$ cat src/rtl/serial_axis_frame_parser_top_macros.svh
// assertion macros for the parser rtl, included by safp_ctrl
`ifndef SERIAL_AXIS_FRAME_PARSER_TOP_MACROS_SVH
`define SERIAL_AXIS_FRAME_PARSER_TOP_MACROS_SVH

`ifndef SYNTHESIS
// checked outside reset
`define SAFP_ASSERT(lbl, prop) \
  lbl: assert property (@(posedge clk_i) disable iff (!rst_ni) prop) \
    else $error("safp assertion failed");
// checked at every edge, reset included
`define SAFP_ASSERT_ALWAYS(lbl, prop) \
  lbl: assert property (@(posedge clk_i) prop) \
    else $error("safp assertion failed");
`else
`define SAFP_ASSERT(lbl, prop)
`define SAFP_ASSERT_ALWAYS(lbl, prop)
`endif

`endif

$ cat src/rtl/safp_pkg.sv
package safp_pkg;

  localparam int unsigned ByteW    = 8;
  localparam int unsigned WordW    = 16;
  localparam int unsigned SumW     = 14;
  localparam int unsigned ChkW     = 15;
  localparam int unsigned HiShift  = 7;
  localparam int unsigned AxisIdxW = 4;
  localparam int unsigned CfgIdxW  = 2;

  localparam logic [ByteW-1:0] HeaderRst = 8'd150;
  localparam logic [ByteW-1:0] FooterRst = 8'd141;
  localparam logic [WordW-1:0] InOffRst  = 16'd8192;
  localparam logic [WordW-1:0] OutOffRst = 16'd1024;

  typedef enum logic [CfgIdxW-1:0] {
    CfgHeader = 2'd0,
    CfgFooter = 2'd1,
    CfgInOff  = 2'd2,
    CfgOutOff = 2'd3
  } cfg_idx_e;

  // controller to datapath
  typedef struct packed {
    logic                sum_load;
    logic                sum_add;
    logic                hi_load;
    logic                mem_we;
    logic                chk_lo;
    logic                chk_hi;
    logic                rd_en;
    logic                out_load;
    logic                out_last;
    logic [AxisIdxW-1:0] addr;
  } cmd_t;

  // datapath to controller
  typedef struct packed {
    logic header_match;
    logic frame_good;
    logic out_free;
  } status_t;

endpackage

$ cat src/rtl/serial_axis_frame_parser_top.sv
// a good frame-closing footer byte starts the read-out: per channel a frame store read,
//   then an output register load, which waits while the previous beat is held and not taken
// throughput: 1 byte per cycle while parsing; no input is taken while a good frame emits
// reset: rst_ni async active low; parser waits for a header, config back to defaults,
//   frame store contents left undefined
module serial_axis_frame_parser_top #(
  parameter int unsigned CHANNELS = 6
) (
  input  logic                          clk_i,
  input  logic                          rst_ni,
  // configuration write port
  input  logic                          cfg_we_i,
  input  logic [safp_pkg::CfgIdxW-1:0]  cfg_index_i,
  input  logic [safp_pkg::WordW-1:0]    cfg_data_i,
  // received byte beats
  input  logic                          in_valid_i,
  output logic                          in_ready_o,
  input  logic [safp_pkg::ByteW-1:0]    rx_byte_i,
  // axis value beats
  output logic                          out_valid_o,
  input  logic                          out_ready_i,
  output logic [safp_pkg::AxisIdxW-1:0] axis_index_o,
  output logic [safp_pkg::WordW-1:0]    axis_value_o,
  output logic                          last_axis_o
);

  // command and status between sequencer and datapath
  safp_pkg::cmd_t    cmd;
  safp_pkg::status_t status;

  // sequencer: frame phase, data byte count and channel read-out count
  safp_ctrl #(
    .CHANNELS (CHANNELS)
  ) u_ctrl (
    .clk_i      (clk_i),
    .rst_ni     (rst_ni),
    .in_valid_i (in_valid_i),
    .in_ready_o (in_ready_o),
    .status_i   (status),
    .cmd_o      (cmd)
  );

  // datapath: config, running sum, checksum, frame store, output register
  // the output register lets the parser take new bytes while the last
  // result beat still waits downstream
  safp_datapath #(
    .CHANNELS (CHANNELS)
  ) u_datapath (
    .clk_i        (clk_i),
    .rst_ni       (rst_ni),
    .cfg_we_i     (cfg_we_i),
    .cfg_index_i  (cfg_index_i),
    .cfg_data_i   (cfg_data_i),
    .rx_byte_i    (rx_byte_i),
    .cmd_i        (cmd),
    .status_o     (status),
    .out_ready_i  (out_ready_i),
    .out_valid_o  (out_valid_o),
    .axis_index_o (axis_index_o),
    .axis_value_o (axis_value_o),
    .last_axis_o  (last_axis_o)
  );

endmodule

$ cat src/rtl/safp_datapath.sv
module safp_datapath #(
  parameter int unsigned CHANNELS = 6
) (
  input  logic                                clk_i,
  input  logic                                rst_ni,
  input  logic                                cfg_we_i,
  input  logic [safp_pkg::CfgIdxW-1:0]        cfg_index_i,
  input  logic [safp_pkg::WordW-1:0]          cfg_data_i,
  input  logic [safp_pkg::ByteW-1:0]          rx_byte_i,
  input  safp_pkg::cmd_t                      cmd_i,
  output safp_pkg::status_t                   status_o,
  input  logic                                out_ready_i,
  output logic                                out_valid_o,
  output logic [safp_pkg::AxisIdxW-1:0]       axis_index_o,
  output logic [safp_pkg::WordW-1:0]          axis_value_o,
  output logic                                last_axis_o
);

  localparam int unsigned ChW = (CHANNELS > 1) ? $clog2(CHANNELS) : 1;

  logic [safp_pkg::ByteW-1:0] header_q, footer_q;
  logic [safp_pkg::WordW-1:0] in_off_q, out_off_q;

  logic [safp_pkg::SumW-1:0]  sum_q;
  logic [safp_pkg::ByteW-1:0] hi_q;
  logic [safp_pkg::ByteW-1:0] chk_lo_q;
  logic [safp_pkg::ChkW-1:0]  chk_q;

  // one decoded raw value per channel
  logic [safp_pkg::WordW-1:0] mem_q [CHANNELS];
  logic [safp_pkg::WordW-1:0] rdata_q;
  logic [safp_pkg::WordW-1:0] raw_d;
  logic [safp_pkg::WordW-1:0] value_d;
  logic [ChW-1:0]             addr;

  logic                                out_valid_q;
  logic [safp_pkg::AxisIdxW-1:0]       out_idx_q;
  logic [safp_pkg::WordW-1:0]          out_val_q;
  logic                                out_last_q;

  assign addr    = cmd_i.addr[ChW-1:0];
  assign raw_d   = {1'b0, hi_q, {safp_pkg::HiShift{1'b0}}} +
                   {{(safp_pkg::WordW-safp_pkg::ByteW){1'b0}}, rx_byte_i};
  assign value_d = rdata_q - in_off_q + out_off_q;

  assign status_o.header_match = (rx_byte_i == header_q);
  assign status_o.frame_good   = (rx_byte_i == footer_q) && (chk_q == {1'b0, sum_q});
  assign status_o.out_free     = !out_valid_q || out_ready_i;

  // config registers
  always_ff @(posedge clk_i or negedge rst_ni) begin
    if (!rst_ni) begin
      header_q  <= safp_pkg::HeaderRst;
      footer_q  <= safp_pkg::FooterRst;
      in_off_q  <= safp_pkg::InOffRst;
      out_off_q <= safp_pkg::OutOffRst;
    end else if (cfg_we_i) begin
      case (safp_pkg::cfg_idx_e'(cfg_index_i))
        safp_pkg::CfgHeader: header_q  <= cfg_data_i[safp_pkg::ByteW-1:0];
        safp_pkg::CfgFooter: footer_q  <= cfg_data_i[safp_pkg::ByteW-1:0];
        safp_pkg::CfgInOff:  in_off_q  <= cfg_data_i;
        safp_pkg::CfgOutOff: out_off_q <= cfg_data_i;
        default: ;
      endcase
    end
  end

  // sum and checksum
  always_ff @(posedge clk_i or negedge rst_ni) begin
    if (!rst_ni) begin
      sum_q    <= '0;
      chk_q    <= '0;
      hi_q     <= '0;
      chk_lo_q <= '0;
    end else begin
      if (cmd_i.sum_load) begin
        sum_q <= safp_pkg::SumW'(rx_byte_i);
      end else if (cmd_i.sum_add) begin
        sum_q <= sum_q + safp_pkg::SumW'(rx_byte_i);
      end
      if (cmd_i.hi_load) begin
        hi_q <= rx_byte_i;
      end
      if (cmd_i.chk_lo) begin
        chk_lo_q <= rx_byte_i;
      end
      if (cmd_i.chk_hi) begin
        chk_q <= {rx_byte_i, {safp_pkg::HiShift{1'b0}}} |
                 safp_pkg::ChkW'(chk_lo_q);
      end
    end
  end

  // frame store
  always_ff @(posedge clk_i) begin
    if (cmd_i.mem_we) begin
      mem_q[addr] <= raw_d;
    end
    if (cmd_i.rd_en) begin
      rdata_q <= mem_q[addr];
    end
  end

  // output register
  always_ff @(posedge clk_i or negedge rst_ni) begin
    if (!rst_ni) begin
      out_valid_q <= 1'b0;
    end else if (cmd_i.out_load) begin
      out_valid_q <= 1'b1;
    end else if (out_ready_i) begin
      out_valid_q <= 1'b0;
    end
  end

  always_ff @(posedge clk_i) begin
    if (cmd_i.out_load) begin
      out_idx_q  <= cmd_i.addr;
      out_val_q  <= value_d;
      out_last_q <= cmd_i.out_last;
    end
  end

  assign out_valid_o  = out_valid_q;
  assign axis_index_o = out_idx_q;
  assign axis_value_o = out_val_q;
  assign last_axis_o  = out_last_q;

endmodule

$ cat src/rtl/safp_ctrl.sv
`include "serial_axis_frame_parser_top_macros.svh"

module safp_ctrl #(
  parameter int unsigned CHANNELS = 6
) (
  input  logic              clk_i,
  input  logic              rst_ni,
  input  logic              in_valid_i,
  output logic              in_ready_o,
  input  safp_pkg::status_t status_i,
  output safp_pkg::cmd_t    cmd_o
);

  localparam int unsigned ChW  = (CHANNELS > 1) ? $clog2(CHANNELS) : 1;
  localparam int unsigned IdxW = ChW + 1;
  localparam logic [ChW-1:0]  LastCh  = ChW'(CHANNELS - 1);
  localparam logic [IdxW-1:0] LastIdx = IdxW'(2 * CHANNELS - 1);

  typedef enum logic [2:0] {
    StWait,
    StData,
    StChkLo,
    StChkHi,
    StFoot,
    StRead,
    StOut
  } state_e;

  state_e          state_q;
  logic [IdxW-1:0] idx_q;
  logic [ChW-1:0]  ch_q;
  logic            fire;

  assign in_ready_o = (state_q == StWait) || (state_q == StData) ||
                      (state_q == StChkLo) || (state_q == StChkHi) ||
                      (state_q == StFoot);
  assign fire = in_valid_i && in_ready_o;

  always_comb begin
    cmd_o = '0;
    case (state_q)
      StWait:  cmd_o.sum_load = fire && status_i.header_match;
      StData: begin
        cmd_o.sum_add = fire;
        cmd_o.hi_load = fire && !idx_q[0];
        cmd_o.mem_we  = fire && idx_q[0];
        cmd_o.addr    = safp_pkg::AxisIdxW'(idx_q[IdxW-1:1]);
      end
      StChkLo: cmd_o.chk_lo = fire;
      StChkHi: cmd_o.chk_hi = fire;
      StRead: begin
        cmd_o.rd_en = 1'b1;
        cmd_o.addr  = safp_pkg::AxisIdxW'(ch_q);
      end
      StOut: begin
        cmd_o.out_load = status_i.out_free;
        cmd_o.out_last = (ch_q == LastCh);
        cmd_o.addr     = safp_pkg::AxisIdxW'(ch_q);
      end
      default: ;
    endcase
  end

  always_ff @(posedge clk_i or negedge rst_ni) begin
    if (!rst_ni) begin
      state_q <= StWait;
      idx_q   <= '0;
      ch_q    <= '0;
    end else begin
      case (state_q)
        StWait: begin
          if (fire && status_i.header_match) begin
            idx_q   <= '0;
            state_q <= StData;
          end
        end
        StData: begin
          if (fire) begin
            if (idx_q == LastIdx) begin
              idx_q   <= '0;
              state_q <= StChkLo;
            end else begin
              idx_q <= idx_q + 1'b1;
            end
          end
        end
        StChkLo: if (fire) state_q <= StChkHi;
        StChkHi: if (fire) state_q <= StFoot;
        StFoot: begin
          if (fire) begin
            ch_q    <= '0;
            state_q <= status_i.frame_good ? StRead : StWait;
          end
        end
        StRead: state_q <= StOut;
        StOut: begin
          if (status_i.out_free) begin
            if (ch_q == LastCh) begin
              state_q <= StWait;
            end else begin
              ch_q    <= ch_q + 1'b1;
              state_q <= StRead;
            end
          end
        end
        default: state_q <= StWait;
      endcase
    end
  end

  // no byte is taken while a frame is being emitted
  `SAFP_ASSERT(a_no_rx_while_emit, (state_q == StRead || state_q == StOut) |-> !in_ready_o)
  // store writes only on the second byte of a data pair
  `SAFP_ASSERT(a_we_on_lo_byte, cmd_o.mem_we |-> (state_q == StData && idx_q[0]))
  // a good footer starts emission from channel zero
  `SAFP_ASSERT(a_good_starts_emit, (state_q == StFoot && fire && status_i.frame_good) |=> (state_q == StRead && ch_q == '0))
  // last channel closes the frame
  `SAFP_ASSERT(a_last_closes, (cmd_o.out_load && cmd_o.out_last) |=> state_q == StWait)
  // only one store operation per cycle
  `SAFP_ASSERT_ALWAYS(a_store_port, !(cmd_o.mem_we && cmd_o.rd_en))

endmodule

$ cat config.mk
export PLATFORM = sky130hd
export DESIGN_NAME = serial_axis_frame_parser_top
export DESIGN_NICKNAME = d
export VERILOG_FILES = /design/src/rtl/safp_pkg.sv /design/src/rtl/serial_axis_frame_parser_top.sv /design/src/rtl/safp_datapath.sv /design/src/rtl/safp_ctrl.sv
export VERILOG_INCLUDE_DIRS = /design/src /design/src/rtl
export SDC_FILE = /design/constraint.sdc
export NUM_CORES = 1
export LEC_CHECK = 0
export BUFFER_PORTS_ARGS = -buffer_cell sky130_fd_sc_hd__buf_2
export CAP_MARGIN = 10
export CORE_UTILIZATION = 26
export CTS_BUF_LIST = sky130_fd_sc_hd__clkbuf_2
export DETAILED_ROUTE_END_ITERATION = 7
export PLACE_DENSITY_LB_ADDON = 0.15
export SYNTH_ARGS = -nofsm -noshare
export SYNTH_HDL_FRONTEND = slang
export SYNTH_SLANG_ARGS = --single-unit
$ cat constraint.sdc
create_clock -name clk_i -period 3.7 [get_ports clk_i]
set_input_delay 0.37 -clock clk_i [delete_from_list [all_inputs] [get_ports clk_i]]
set_output_delay 0.37 -clock clk_i [all_outputs]
set_load 0.05 [all_outputs]
==> impl_metrics.csv, run 1 <==
group,metric,value,unit
clock_tree,clk_latency,0.89,ns
final_layout,design.final.nets,1068,
power_and_ir_drop,power.density,666,nW/um2
yosys,synth_nets,927,
floorplan,ios,54,
job,drv_cap,0,
yosys,synth-edff-count,132,
final_layout,layout-area-overhead-vs-synth,17.4,%
timing,timing.setup.tns,0,ns
clock_tree,ctsLongestPathBuffers,3,
drt,drt-vias-per-instance,4.26,
yosys,yosys.area_share.adder,6.06,%
grt,globalRouteTotalUtil,12.3,%
drt,drt_pass1_iterations,4,
critical_path,critical_path_peak_fanout,3,
yosys,synth_cells,851,
clock_tree,cts_tree,"built",
final_layout,final.fill_count,4324,
timing,achievable-frequency,323,MHz
timing,timing.final.setup_violations,0,
outcome,outcome,"complete, no violations",
grt,maximum_number_of_pins_on_one_net_before_global_route_repair,69,
critical_path,setup.worst_path.class,"flop to flop",
yosys,largest_family_of_logic_cells_by_synthesized_area,"multiplexers",
timing,final.period_utilization,83.7,%
critical_path,setup.worst_path.start_class,"flop",
timing,post-route-min-period,3.10,ns
placed_design,placement.io_buffers,52,
clock_tree,tritoncts.num_buffers,69,
timing,worst_slew_margin,27.9,%
timing,timing_worst_slew_pin_value,1.08,ns
yosys,synth_simple_gate_area_share,7.14,%
timing,finalHoldViolCount,0,
final_layout,seq_area,6580,um2
floorplan,fp-row-count,75,
floorplan,floorplan.core_area,42300,um2
yosys,syn_area,11300,um2
final_layout,drive_above_1_share,29.9,%
clock_tree,clk_pin_slew_worst_paths,0.10,ns
floorplan,floorplan.initialDensity,26.6,%
power_and_ir_drop,power.static_leakage,0.00524,uW
clock_tree,tritoncts_num_sinks,236,
yosys,post_synth.cell_area_avg,13.2,um2
drt,number_of_vias_after_detailed_routing,6906,
yosys,yosys.cell_types.count,63,
final_layout,final_core_util,31.2,%
clock_tree,post_cts_buffers,0,
yosys,synth.ff_latch_count,236,
hold_path,hp-class,"input pin to asynchronous set/reset pin",
yosys,dominant_cells_by_area_after_synthesis,"sky130_fd_sc_hd__edfxtp_1 35%, sky130_fd_sc_hd__dfrtp_1 21%, sky130_fd_sc_hd__mux2_2 10%, sky130_fd_sc_hd__xnor2_1 3.7%, sky130_fd_sc_hd__mux2i_1 3.5%",
drt,finalWirelength,25900,um
critical_path,setup.worst_path.end_class,"flop",
clock_tree,clock_root_buffer,"sky130_fd_sc_hd__clkbuf_2",
floorplan,dieWidth,210,um
grt,global_route.overflow_total,0,
yosys,synth-warning-count,0,
yosys,yosys.area_share.xor_xnor,4.59,%
placed_design,dp.cells,1469,
clock_tree,count_of_hold_buffers_inserted_by_post_cts_repair,29,
yosys,synth-main-ff-cell,"sky130_fd_sc_hd__edfxtp_1",
grt,antenna_found_initial,1,
timing,fin_worst_skew,0.0726,ns
drt,routedWlPerCell,16.0,um
drt,antenna_left,0,
timing,grt_setup_unrepaired,"no",
grt,grt_first_pass_wirelength,41300,um
drt,route.detailed.drc,0,
floorplan,design.die.area,44200,um2
yosys,synth-seq-area-share,58.4,%
final_layout,finalNonFillerCells,1622,
timing,timing.final.max_slew_violations,0,
yosys,synth_compound_area_share,6.33,%
placed_design,dp_hpwl,17400,um
critical_path,worst-endpoint-arrival,3.68,ns
clock_tree,htree_num_levels,3,
placed_design,globalplace.congestion,0.756,
yosys,synth.largest_area_cell,"sky130_fd_sc_hd__edfxtp_1",
clock_tree,postCtsResizedCells,0,
yosys,yosys.cell_count.top_type,"sky130_fd_sc_hd__edfxtp_1",
power_and_ir_drop,vdd.ir_drop.worst,0.172,mV
floorplan,fp.dieH,210,um
final_layout,multi_input_area,4340,um2
drt,dr.first_iter.drc_count,370,
grt,grt_pass1_vias,7211,
critical_path,wp_data_required,4.28,ns
yosys,post-synth-top-area-fraction,35.2,%
yosys,postSynth.asyncResetShare,44.1,%
yosys,synth.cells.most_frequent,"132 x sky130_fd_sc_hd__edfxtp_1, 105 x sky130_fd_sc_hd__mux2_2, 94 x sky130_fd_sc_hd__dfrtp_1, 67 x sky130_fd_sc_hd__inv_1, 55 x sky130_fd_sc_hd__nand2_1",
yosys,mux_cell_area_share_after_synthesis,14.0,%
## per-layer routing
layer  share of wire [%]  GRT usage (%)  vias to the layer above
li1                    -              -                     3373
met1                  48           16.3                     3364
met2                  45           18.7                      126
met3                 4.4           3.23                       43
met4                 2.4           5.79                        0
met5                   0              0                        -
## cells in the final DEF, fill, tap and decap left out, types with 3 or more instances in the layout
master and n:
sky130_fd_sc_hd__a211oi_1 7, sky130_fd_sc_hd__a21o_1 6, sky130_fd_sc_hd__a21oi_1 22, sky130_fd_sc_hd__a221o_1 3, sky130_fd_sc_hd__a22oi_1 5, sky130_fd_sc_hd__and3_1 8
sky130_fd_sc_hd__buf_2 51, sky130_fd_sc_hd__buf_4 15, sky130_fd_sc_hd__clkbuf_2 111, sky130_fd_sc_hd__clkinv_1 8, sky130_fd_sc_hd__dfrtp_1 94, sky130_fd_sc_hd__dfstp_2 10
sky130_fd_sc_hd__dlygate4sd3_1 29, sky130_fd_sc_hd__edfxtp_1 132, sky130_fd_sc_hd__fa_1 16, sky130_fd_sc_hd__ha_1 29, sky130_fd_sc_hd__inv_1 67, sky130_fd_sc_hd__mux2_2 105
sky130_fd_sc_hd__mux2i_1 39, sky130_fd_sc_hd__nand2_1 55, sky130_fd_sc_hd__nand2b_1 3, sky130_fd_sc_hd__nand3_1 8, sky130_fd_sc_hd__nand3b_1 4, sky130_fd_sc_hd__nand4_1 9
sky130_fd_sc_hd__nor2_1 45, sky130_fd_sc_hd__nor3_1 4, sky130_fd_sc_hd__o21a_1 3, sky130_fd_sc_hd__o21ai_0 22, sky130_fd_sc_hd__o21ai_1 17, sky130_fd_sc_hd__o31ai_1 3
sky130_fd_sc_hd__xnor2_1 48, sky130_fd_sc_hd__xor2_1 11
## cells by family (layout without fill, tap and decap cells)
| group | count (synthesis) | in the layout |
|---|---|---|
| xor gates and xnor gates | 59 | 59 |
| adders and majority gates | 45 | 45 |
| and+or+nand+nor | 161 | 161 |
| muxes | 144 | 144 |
| buffers and inverters | 94 | 287 |
| AOI/OAI and AO/OA | 111 | 111 |
| other | 1 | 2 |
| DFF | 236 | 236 |
## state kept, by name, summed over array words and instances, names as in the netlist, 4 cells and up
| name | flops |
|---|---|
| u_ctrl.idx_q | 4 |
| u_datapath.axis_value_o | 16 |
| u_datapath.chk_lo_q | 8 |
| u_datapath.chk_q | 15 |
| u_datapath.footer_q | 8 |
| u_datapath.header_q | 8 |
| u_datapath.hi_q | 8 |
| u_datapath.in_off_q | 16 |
| u_datapath.mem_q | 96 |
| u_datapath.out_off_q | 16 |
| u_datapath.rdata_q | 16 |
| u_datapath.sum_q | 14 |
## worst max-delay path, stage by stage, from the launching register on
cell and delay [ns]:
sky130_fd_sc_hd__edfxtp_1 0.33, sky130_fd_sc_hd__inv_1 0.05, sky130_fd_sc_hd__fa_1 0.52, sky130_fd_sc_hd__inv_1 0.07, sky130_fd_sc_hd__fa_1 0.48, sky130_fd_sc_hd__a211oi_1 0.30, sky130_fd_sc_hd__o21ai_0 0.18, sky130_fd_sc_hd__a21oi_1 0.32
sky130_fd_sc_hd__nor2b_1 0.10, sky130_fd_sc_hd__a221oi_1 0.36, sky130_fd_sc_hd__xnor2_1 0.10
## final cells by class
class / instances / area share [%]
flip-flops and latches: 236 / 49.7
multi-input cells: 521 / 32.8
well taps: 577 / 5.46
repair buffers: 97 / 5.28
clock buffers: 111 / 4.20
inverters: 67 / 1.90
clock inverters: 12 / 0.577
diodes: 1 / 0.0189
## path summary, 6_finish.rpt
kind | start | end | slack (ns) | cells past startpoint
max | u_datapath.rdata_q[1] | u_datapath.axis_value_o[14] | 0.60 | 10
min | rst_ni | u_datapath.chk_q[14] | 0.18 | 2
max reg2reg | u_datapath.rdata_q[1] | u_datapath.axis_value_o[14] | 0.60 | 10
min reg2reg | u_datapath.chk_lo_q[6] | u_datapath.chk_q[6] | 0.49 | 1
max in group asynchronous | rst_ni | u_datapath.out_off_q[10] | 2.70 | 3
min in group clk_i | cfg_we_i | u_datapath.footer_q[6] | 0.19 | 3
## power breakdown
| group | switching [uW] | internal [uW] | leakage, uW |
|---|---|---|---|
| sequential | 398 | 3440 | 0.00244 |
| clock | 1130 | 851 | 0.000496 |
| combinational | 1660 | 1330 | 0.00231 |
## metrics by stage
stage	area [um2]	total power [uW]	setup WS, ns	hold slack [ns]
final	13200	8810	0.605	0.177
after global routing	13200	9510	0.394	0.145
after CTS	13200	8990	0.566	0.0537
after detailed placement	12300	6900	0.628	0.491
after global placement	12300	6880	0.697	0.484
after floorplan	11300	6110	0.150	0.0744
Note: power is estimated with default switching activity, not from simulation.
==> inputs of run 2 (changes only) <==
--- a/config.mk
+++ b/config.mk
@@ -6,6 +6,7 @@
 export SDC_FILE = /design/constraint.sdc
 export NUM_CORES = 1
 export LEC_CHECK = 0
+export ABC_AREA = 1
 export BUFFER_PORTS_ARGS = -buffer_cell sky130_fd_sc_hd__buf_2
 export CAP_MARGIN = 10
 export CORE_UTILIZATION = 26
==> constraint.sdc (replaced) <==
create_clock -name clk_i -period 2.7 [get_ports clk_i]
set_input_delay 0.27 -clock clk_i [delete_from_list [all_inputs] [get_ports clk_i]]
set_output_delay 0.27 -clock clk_i [all_outputs]
set_load 0.05 [all_outputs]
==> impl_metrics.csv, run 2 <==
group,metric,value,unit
yosys,post_synth.cell_area_avg,8.88,um2
final_layout,mostFrequentLayoutCell,"sky130_fd_sc_hd__nand2_1",
timing,achievable-frequency,414,MHz
yosys,synth.largest_area_cell,"sky130_fd_sc_hd__edfxtp_1",
clock_tree,clock_root_buffer,"sky130_fd_sc_hd__clkbuf_2",
clock_tree,count_of_hold_buffers_inserted_by_post_cts_repair,42,
timing,fin_worst_skew,0.0972,ns
critical_path,worstRegToRegCells,10,
hold_path,timing.hold.worst_endpoint,"u_datapath.out_off_q[10]",
yosys,yosys.cell_types.count,40,
timing,timing.final.max_slew_violations,0,
floorplan,ios,54,
clock_tree,ctsLongestPathBuffers,3,
final_layout,largest_reg_flops,96,
job,drv_cap,0,
grt,globalRouteTotalUtil,14.8,%
yosys,synth_cells,1342,
power_and_ir_drop,vdd.ir_drop.worst,0.284,mV
hold_path,timing.hold.worst_path_depth,4,
floorplan,floorplan.initialDensity,26.3,%
final_layout,final.fill_count,4919,
drt,routedWlPerCell,15.3,um
timing,post-route-min-period,2.42,ns
drt,route.detailed.drc,0,
grt,maximum_number_of_pins_on_one_net_before_global_route_repair,43,
drt,dr.first_iter.drc_count,611,
placed_design,placement.io_buffers,52,
timing,finalHoldViolCount,0,
final_layout,largest_register,"u_datapath.mem_q",
grt,grt_pass1_vias,9421,
final_layout,layout-area-overhead-vs-synth,18.1,%
timing,worst_slew_margin,61.4,%
critical_path,worst_r2r_endpoint,"u_datapath.axis_value_o[15]",
grt,grt_first_pass_wirelength,52900,um
grt,global_route.overflow_total,0,
yosys,postSynth.asyncResetShare,44.1,%
timing,timing.setup.tns,0,ns
power_and_ir_drop,design_power_total,11600,uW
yosys,synth-warning-count,0,
hold_path,hp-class,"input pin to flop",
floorplan,floorplan.core_area,45300,um2
outcome,outcome,"complete, no violations",
clock_tree,tritoncts_num_sinks,236,
final_layout,design.final.nets,1580,
power_and_ir_drop,power.density,824,nW/um2
drt,number_of_vias_after_detailed_routing,9205,
timing,final.period_utilization,89.6,%
clock_tree,htree_num_levels,3,
critical_path,worst-endpoint-arrival,3.10,ns
critical_path,setup.worst_path.class,"flop to flop",
floorplan,fp-row-count,78,
yosys,synth-seq-area-share,55.2,%
critical_path,setup.worst_path.start_class,"flop",
power_and_ir_drop,power.static_leakage,0.00675,uW
floorplan,design.die.area,46700,um2
clock_tree,postCtsResizedCells,0,
yosys,synth-edff-count,132,
timing,finalWorstSetupSlack,0.282,ns
clock_tree,post_cts_buffers,0,
timing,timing_worst_slew_pin_value,0.577,ns
yosys,dominant_cells_by_area_after_synthesis,"sky130_fd_sc_hd__edfxtp_1 33%, sky130_fd_sc_hd__dfrtp_1 20%, sky130_fd_sc_hd__nand2_1 15%, sky130_fd_sc_hd__inv_1 5.7%, sky130_fd_sc_hd__o21ai_0 4.5%",
clock_tree,clk_pin_slew_worst_paths,0.10,ns
drt,antenna_left,0,
critical_path,critical_path_peak_fanout,5,
yosys,synth.ff_latch_count,236,
final_layout,final_cell_mix,"478 x sky130_fd_sc_hd__nand2_1, 181 x sky130_fd_sc_hd__inv_1, 132 x sky130_fd_sc_hd__edfxtp_1",
yosys,synth-main-ff-cell,"sky130_fd_sc_hd__edfxtp_1",
grt,antenna_found_initial,2,
drt,finalWirelength,33100,um
critical_path,wp_data_required,3.39,ns
yosys,yosys.cell_count.top_type,"sky130_fd_sc_hd__nand2_1",
floorplan,fp.dieH,216,um
yosys,synth_nets,1418,
final_layout,drive_above_1_share,15.9,%
clock_tree,cts_tree,"built",
critical_path,worst-r2r-setup-slack,0.28,ns
placed_design,post-place-ws,0.315,ns
placed_design,dp_hpwl,22700,um
clock_tree,clk_latency,0.96,ns
critical_path,reg2reg_from,"u_datapath.out_off_q[10]",
placed_design,globalplace.congestion,0.843,
clock_tree,tritoncts.num_buffers,70,
yosys,synth.cells.most_frequent,"478 x sky130_fd_sc_hd__nand2_1, 181 x sky130_fd_sc_hd__inv_1, 132 x sky130_fd_sc_hd__edfxtp_1, 108 x sky130_fd_sc_hd__o21ai_0, 94 x sky130_fd_sc_hd__dfrtp_1",
drt,drt_pass1_iterations,5,
timing,grt_setup_unrepaired,"no",
drt,drt-vias-per-instance,4.26,
floorplan,dieWidth,216,um
hold_path,hold_start,"cfg_data_i[10]",
yosys,post-synth-top-area-fraction,33.3,%
timing,timing.final.setup_violations,0,
yosys,syn_area,11900,um2
critical_path,setup.worst_path.end_class,"flop",
run 2: layout make-up:
cell class	instances	area, um2	share of cell area (%)
antenna	3	7.51	0.0534
clock buffer	115	576	4.09
clock inverter	10	50.0	0.356
inverter	188	706	5.02
multi-input combinational	880	4430	31.5
sequential	236	6580	46.8
tap	600	751	5.34
timing repair buffer	128	968	6.88
run 2: power breakdown:
| part | leakage (uW) | switching (uW) | internal [uW] |
|---|---|---|---|
| registers | 0.00248 | 468 | 4570 |
| logic | 0.00378 | 2500 | 1350 |
| clock network | 0.000498 | 1610 | 1110 |
run 2: logic make-up (layout without fill, tap and decap cells):
| family | count (synthesis) | in the layout | synth area share, % |
|---|---|---|---|
| AO/OA/AOI/OAI | 159 | 159 | 7.24 |
| XOR/XNOR | 29 | 29 | 2.13 |
| adder cells (fa/ha/maj) | 45 | 45 | 5.73 |
| buffers and inverters | 226 | 441 | 7.77 |
| flip-flops | 236 | 236 | 55.2 |
| multiplexers | 1 | 1 | 0.0840 |
| other | 1 | 4 | 0.0315 |
| AND/OR/NAND/NOR | 645 | 645 | 21.8 |
run 2: worst max-delay path, cell delays in order, from the launching register on:
cell and delay [ns]:
sky130_fd_sc_hd__dfstp_2 0.54, sky130_fd_sc_hd__inv_1 0.05, sky130_fd_sc_hd__fa_1 0.49, sky130_fd_sc_hd__inv_1 0.04, sky130_fd_sc_hd__ha_1 0.35, sky130_fd_sc_hd__a21oi_1 0.19, sky130_fd_sc_hd__o21ai_0 0.15, sky130_fd_sc_hd__a21oi_1 0.19
sky130_fd_sc_hd__nand2_1 0.07, sky130_fd_sc_hd__nand2_1 0.06, sky130_fd_sc_hd__nand2_1 0.04
run 2: how the worst max path moves through the flow:
stage	start	end	depth (start not counted)
final	u_datapath.out_off_q[10]	u_datapath.axis_value_o[15]	10
after floorplan	u_ctrl.state_q[0]	u_datapath.mem_q[4][0]	9
after global placement	u_ctrl.state_q[2]	u_datapath.mem_q[5][11]	8
after global routing	u_datapath.rdata_q[3]	u_datapath.axis_value_o[14]	12
after detailed placement	u_ctrl.state_q[2]	u_datapath.mem_q[5][11]	8
after CTS	u_ctrl.state_q[0]	in_ready_o	4
run 2: through the flow:
stage / hold slack (ns) / cells / util [%] / area [um2]
global placement: 0.372 / 1990 / 28.7 / 13000
finish: 0.152 / 2160 / 31.1 / 14100
CTS: 0.0188 / 2157 / 31.1 / 14100
global route: 0.0455 / 2160 / 31.1 / 14100
detailed placement: 0.376 / 1990 / 28.7 / 13000
floorplan: -0.0256 / 1342 / - / 11900
run 2: per-layer routing:
| layer | up-vias | global-route usage, % | routed length, um |
|---|---|---|---|
| li1 | 4670 | - | - |
| met1 | 4285 | 19.4 | 15800 |
| met2 | 190 | 23.8 | 15100 |
| met3 | 60 | 3.54 | 1410 |
| met4 | 0 | 5.12 | 710 |
| met5 | - | 0 | 0 |
